==> config.mk <==
export PLATFORM = sky130hd
export DESIGN_NAME = c2kw_mac
export DESIGN_NICKNAME = d
export VERILOG_FILES = /design/src/c2kw_pkg.sv /design/src/c2kw_mac.sv
export SDC_FILE = /design/constraint.sdc
export NUM_CORES = 2
export LEC_CHECK = 0
export BUFFER_PORTS_ARGS = -buffer_cell sky130_fd_sc_hd__buf_2
export CORE_AREA = 2 2 445 491
export DETAILED_ROUTE_END_ITERATION = 8
export DIE_AREA = 0 0 447 493
export PLACE_DENSITY = 0.51
export SETUP_SLACK_MARGIN = 0.4
export SLEW_MARGIN = 10
export SYNTH_ARGS = -nofsm -noshare
export SYNTH_HDL_FRONTEND = slang
export SYNTH_SLANG_ARGS = --single-unit
==> constraint.sdc <==
create_clock -name clk -period 12 [get_ports clk]
set_input_delay 3 -clock clk [delete_from_list [all_inputs] [get_ports clk]]
set_output_delay 3 -clock clk [all_outputs]
set_load 0.02 [all_outputs]
==> src/c2kw_pkg.sv <==
// shared types and constants for the 2d convolution window block
// no dependencies; imported by the interfaces and every module but c2kw_ram
package c2kw_pkg;

    localparam int DEF_KERNEL_SIZE = 3;
    localparam int DEF_MAX_WIDTH   = 1024;
    localparam int DEF_COL_W       = $clog2(DEF_MAX_WIDTH);

    // field widths
    localparam int PIX_W  = 8;
    localparam int FW_W   = 11;
    localparam int ROW_W  = 16;
    localparam int CIDX_W = 6;
    localparam int COEF_W = 16;
    localparam int SUM_W  = 30;
    localparam int PROD_W = PIX_W + 1 + COEF_W;

    // configuration port
    localparam int CFG_IDX_W  = 2;
    localparam int CFG_DATA_W = 16;
    localparam logic [CFG_IDX_W-1:0] CFG_FRAME_WIDTH  = CFG_IDX_W'(0);
    localparam logic [CFG_IDX_W-1:0] CFG_FRAME_HEIGHT = CFG_IDX_W'(1);

    localparam logic [FW_W-1:0]  RST_FRAME_WIDTH  = FW_W'(640);
    localparam logic [ROW_W-1:0] RST_FRAME_HEIGHT = ROW_W'(480);

    typedef enum logic {
        OP_PIXEL = 1'b0,
        OP_COEFF = 1'b1
    } op_t;

    // control that travels with each request down the pipeline
    typedef struct packed {
        logic              valid;
        op_t               op;
        logic              emit;
        logic              last;
        logic [ROW_W-1:0]  row;
    } tag_t;

endpackage

==> src/c2kw_mac.sv <==
// coefficient store, product stage and two-level adder for the window sum
// depends on c2kw_pkg
module c2kw_mac
    import c2kw_pkg::*;
#(
    parameter int KERNEL_SIZE = DEF_KERNEL_SIZE,
    parameter int MAX_WIDTH   = DEF_MAX_WIDTH,
    localparam int COL_W      = $clog2(MAX_WIDTH),
    localparam int KK         = KERNEL_SIZE * KERNEL_SIZE,
    localparam int RS_W       = PROD_W + $clog2(KERNEL_SIZE),
    localparam int ACC_RAW_W  = PROD_W + $clog2(KK),
    localparam int ACC_W      = (ACC_RAW_W > SUM_W) ? ACC_RAW_W : SUM_W
) (
    input  logic                      clk,
    input  logic                      rst_n,
    input  logic                      adv,
    input  logic [KK-1:0][PIX_W-1:0]  window,
    input  tag_t                      in_tag,
    input  logic [COL_W-1:0]          in_col,
    input  logic [CIDX_W-1:0]         in_cidx,
    input  logic signed [COEF_W-1:0]  in_cval,
    output tag_t                      res_tag,
    output logic [COL_W-1:0]          res_col,
    output logic signed [SUM_W-1:0]   res_sum
);

    logic signed [COEF_W-1:0] coeff_reg [KK];
    logic signed [PROD_W-1:0] prod_next [KK];
    logic signed [PROD_W-1:0] prod_reg  [KK];
    logic signed [RS_W-1:0]   rs_next   [KERNEL_SIZE];
    logic signed [RS_W-1:0]   rs_reg    [KERNEL_SIZE];
    logic signed [ACC_W-1:0]  acc;
    tag_t                     s3_tag_reg;
    tag_t                     s4_tag_reg;
    logic [COL_W-1:0]         s3_col_reg;
    logic [COL_W-1:0]         s4_col_reg;
    logic                     coeff_wr;

    // coefficient written where products read it, so order is kept
    assign coeff_wr = adv && in_tag.valid && (in_tag.op == OP_COEFF);

    always_ff @(posedge clk or negedge rst_n)
    begin
        if (!rst_n)
        begin
            for (int t = 0; t < KK; t++)
            begin
                coeff_reg[t] <= '0;
            end
        end
        else if (coeff_wr)
        begin
            for (int t = 0; t < KK; t++)
            begin
                if (in_cidx == CIDX_W'(t))
                begin
                    coeff_reg[t] <= in_cval;
                end
            end
        end
    end

    always_comb
    begin
        for (int t = 0; t < KK; t++)
        begin
            prod_next[t] = $signed({1'b0, window[t]}) * coeff_reg[t];
        end
        for (int i = 0; i < KERNEL_SIZE; i++)
        begin
            rs_next[i] = '0;
            for (int j = 0; j < KERNEL_SIZE; j++)
            begin
                rs_next[i] = rs_next[i] + RS_W'(prod_reg[i*KERNEL_SIZE + j]);
            end
        end
        acc = '0;
        for (int i = 0; i < KERNEL_SIZE; i++)
        begin
            acc = acc + ACC_W'(rs_reg[i]);
        end
    end

    always_ff @(posedge clk or negedge rst_n)
    begin
        if (!rst_n)
        begin
            s3_tag_reg <= '0;
            s4_tag_reg <= '0;
        end
        else if (adv)
        begin
            s3_tag_reg <= in_tag;
            s4_tag_reg <= s3_tag_reg;
        end
    end

    always_ff @(posedge clk)
    begin
        if (adv)
        begin
            for (int t = 0; t < KK; t++)
            begin
                prod_reg[t] <= prod_next[t];
            end
            for (int i = 0; i < KERNEL_SIZE; i++)
            begin
                rs_reg[i] <= rs_next[i];
            end
            s3_col_reg <= in_col;
            s4_col_reg <= s3_col_reg;
        end
    end

    assign res_tag = s4_tag_reg;
    assign res_col = s4_col_reg;
    assign res_sum = SUM_W'(acc);

endmodule

==> results.toml <==
[sta]
slew_headroom = 0.2161
fin_ws_ps = 4226
period_needed_ps = 7774
period_share = 0.6478
setup_tns_ps = 0
setup_viol = 0
grt_setup_unrepaired = "no"
final_hold_viol_count = 0
report.final.slew_viol_count = 0
worst_hold_slack_ps = 417.9
skew_ps = 35.22
worst_pin_slew_ps = 1173
max_freq_ghz = 0.1286

[synth]
syn_area_per_cell_um2 = 10.16
synth_top_area_share = 0.3189
synth_area_um2 = 64270
synth_area_leaders = "fa_1 (32%), edfxtp_1 (15%), ha_1 (11%)"
synth_edf_count = 326
ys_types = 65
yosysWarnings = 0
synthesis.nets = 8028
ys_ff_latch = 510
yosysSeqAreaShare = 0.2239
syn_inst = 6325
async_flop_share = 0.3608
yosys_most_used_dff = "edfxtp_1"
post-synth-top-area-cell = "fa_1"

[detailed_routing]
dr.first_iter.drc_count = 2281
ant_nets = 0
drt_first_pass_iters = 6
detail_route.wl_per_cell_um = 18.16
vias = 42880
avgViaCountPerCell = 4.542
drc_errors = 0
routed_wl_mm = 171.5

[floorplan]
num_io_pins = 187
core_area_um2 = 215500
die_y_um = 493
die_area_um2 = 220400
start_util = 0.2983
num_rows = 179
die_x_um = 447

[clock_tree]
numCtsBuffers = 69
clk_latency_ps = 680
clkSinkCount = 510
clockRootBuffer = "clkbuf_16"
clk_path_buf_depth = 3
tritoncts = "done"
ctsResizeCount = 0
clk_pin_slew_ps = 60
post-cts-setup-buffer-count = 0
htree_levels = 3
holdBufCountCts = 0

[layout]
drive_gt1_frac = 0.07977
final_nets = 8168
syn2layout_area_growth_pct = 10.29
utilization = 0.3290
stdcell_area_um2 = 70890
fill_cells = 22250
final_common_cell = "inv_1"
instances_no_fill = 9442
largest_reg_flops = 225
mostFrequentLayoutCells = "inv_1 (1,393), fa_1 (1,024), and2_1 (632), nand2_1 (631), ha_1 (552)"

[global_route]
grt_pass1_vias = 46090
grt_start_max_net_pins = 122
grt_overflow = 0
track_usage = 0.1603
met3_usage = 0.01836
grt_util_met1 = 0.2150
grt_pass1_wl_mm = 272.4
top_usage_layer = "met2"
grt_antenna_before_repair = 23
grt_util_met2 = 0.2728

[job]
cap_violations = 0

[critical_path]
end_kind = "flip-flop"
cp_cell_sequence = "buf_2, nand2_1, fa_1, inv_1, fa_1, inv_1, fa_1, fa_1, inv_1, ha_1, a21oi_1, o21ai_0, a2111oi_0, nor3_1, nor2_1, o311ai_0, a21o_1, a21oi_1, xnor2_1"
path_max_fanout = 16
worst_path_max_delay_cell = "a2111oi_0"
start_kind = "primary input"
arrival_ps = 8190
worst_path_most_repeated_cell = "fa_1"
worstSetupPathType = "primary input to flip-flop"
cp.required_ps = 12420
cp_slowest_stage_delay_ps = 720

[pwr]
p_switching_mw = 5.135
ir_drop_v = 0.0003168
powerDensity_nw_per_um2 = 153.4
p_sw_frac = 0.4724
combPwrFrac = 0.559
total_power_mw = 10.87
seqPwrFrac = 0.241
p_int_mw = 5.736
pwr-share-clk = 0.200
leakage_nw = 35.97

[status]
status = "finished, final reports clean"

[placed_design]
routabilityCongestion = 0.8412
placed_area_um2 = 68490
dpl.cell_count = 9290
place.port_buffers = 186
dp_hpwl_mm = 136.3
dpl_worst_slack_ps = 3606

[worst_hold_path]
hold_path.class = "flip-flop to flip-flop"
-- critical path: cells and delay by family --
family,cells,cell delay [ps]
compound gates,6,1730
xor+xnor,1,80
fa+ha+maj,5,2320
buf+inv,4,430
simple gates,3,620
-- cells in the mapped netlist, drive strengths merged (12+ instances only) --
cell	n
xnor2	215
a31oi	15
a21o	104
nand4	13
o21ai	109
nand3	40
fa	1024
and3	19
a211oi	18
dfrtp	184
o31a	13
and2	632
nor2	148
o21a	34
or3	15
ha	552
nor2b	28
o31ai	12
o21bai	34
clkbuf	128
a21oi	209
nand2	631
mux2	185
nand2b	27
inv	1393
edfxtp	326
nor3	33
xor2	72
-- power by group through the flow --
stage                     clock network (mW)  logic (mW)  registers, mW
after global routing                    2.30        6.67           2.66
after floorplan                            0        3.83           2.49
after CTS                               2.24        6.24           2.63
final                                   2.17        6.08           2.62
after detailed placement                   0        6.20           2.66
after global placement                     0        6.17           2.67
-- layer usage --
| layer | share of wire | up-vias |
|---|---|---|
| met5 | 0.00028 | - |
| met2 | 0.49 | 757 |
| met4 | 0.033 | 8 |
| met3 | 0.041 | 192 |
| li1 | - | 19980 |
| met1 | 0.44 | 21940 |
-- final timing paths --
path / from / end / slack, ps / cells past startpoint
worst max-delay path: window[0] / prod_reg[0][24] / 4230 / 19
worst min-delay path: s3_col_reg[6] / res_col[6] / 420 / 0
worst max register to register: coeff_reg[8] / prod_reg[0][222] / 6330 / 18
worst min register to register: s3_col_reg[6] / res_col[6] / 420 / 0
max in group asynchronous: rst_n / coeff_reg[21] / 7770 / 3
min in group asynchronous: rst_n / coeff_reg[127] / 2320 / 1
-- cell families (layout without fill, tap and decap cells) --
logic type               count (synthesis)  after routing  share of synthesized area
AND/OR/NAND/NOR                       1606           1606                     0.1250
adder cells (fa/ha/maj)               1576           1576                     0.4264
buffers and inverters                 1526           1720                    0.08918
AO/OA/AOI/OAI                          633            633                    0.06370
flip-flops                             510            510                     0.2239
XOR/XNOR                               287            287                    0.03911
multiplexers                           187            187                    0.03272
other                                    0             27                          0
-- cell type report --
cell class / count / area [um^2] / area share
Tap cell: 2896 / 3623 / 0.05111
Inverter: 1393 / 5229 / 0.07376
Antenna cell: 27 / 67.56 / 0.0009531
Timing Repair Buffer: 202 / 1082 / 0.01527
Clock buffer: 85 / 1827 / 0.02577
Multi-Input combinational cell: 4289 / 44170 / 0.6230
Sequential cell: 510 / 14390 / 0.2030
Clock inverter: 40 / 501.7 / 0.007078
Note: power is estimated with default switching activity, not from simulation.
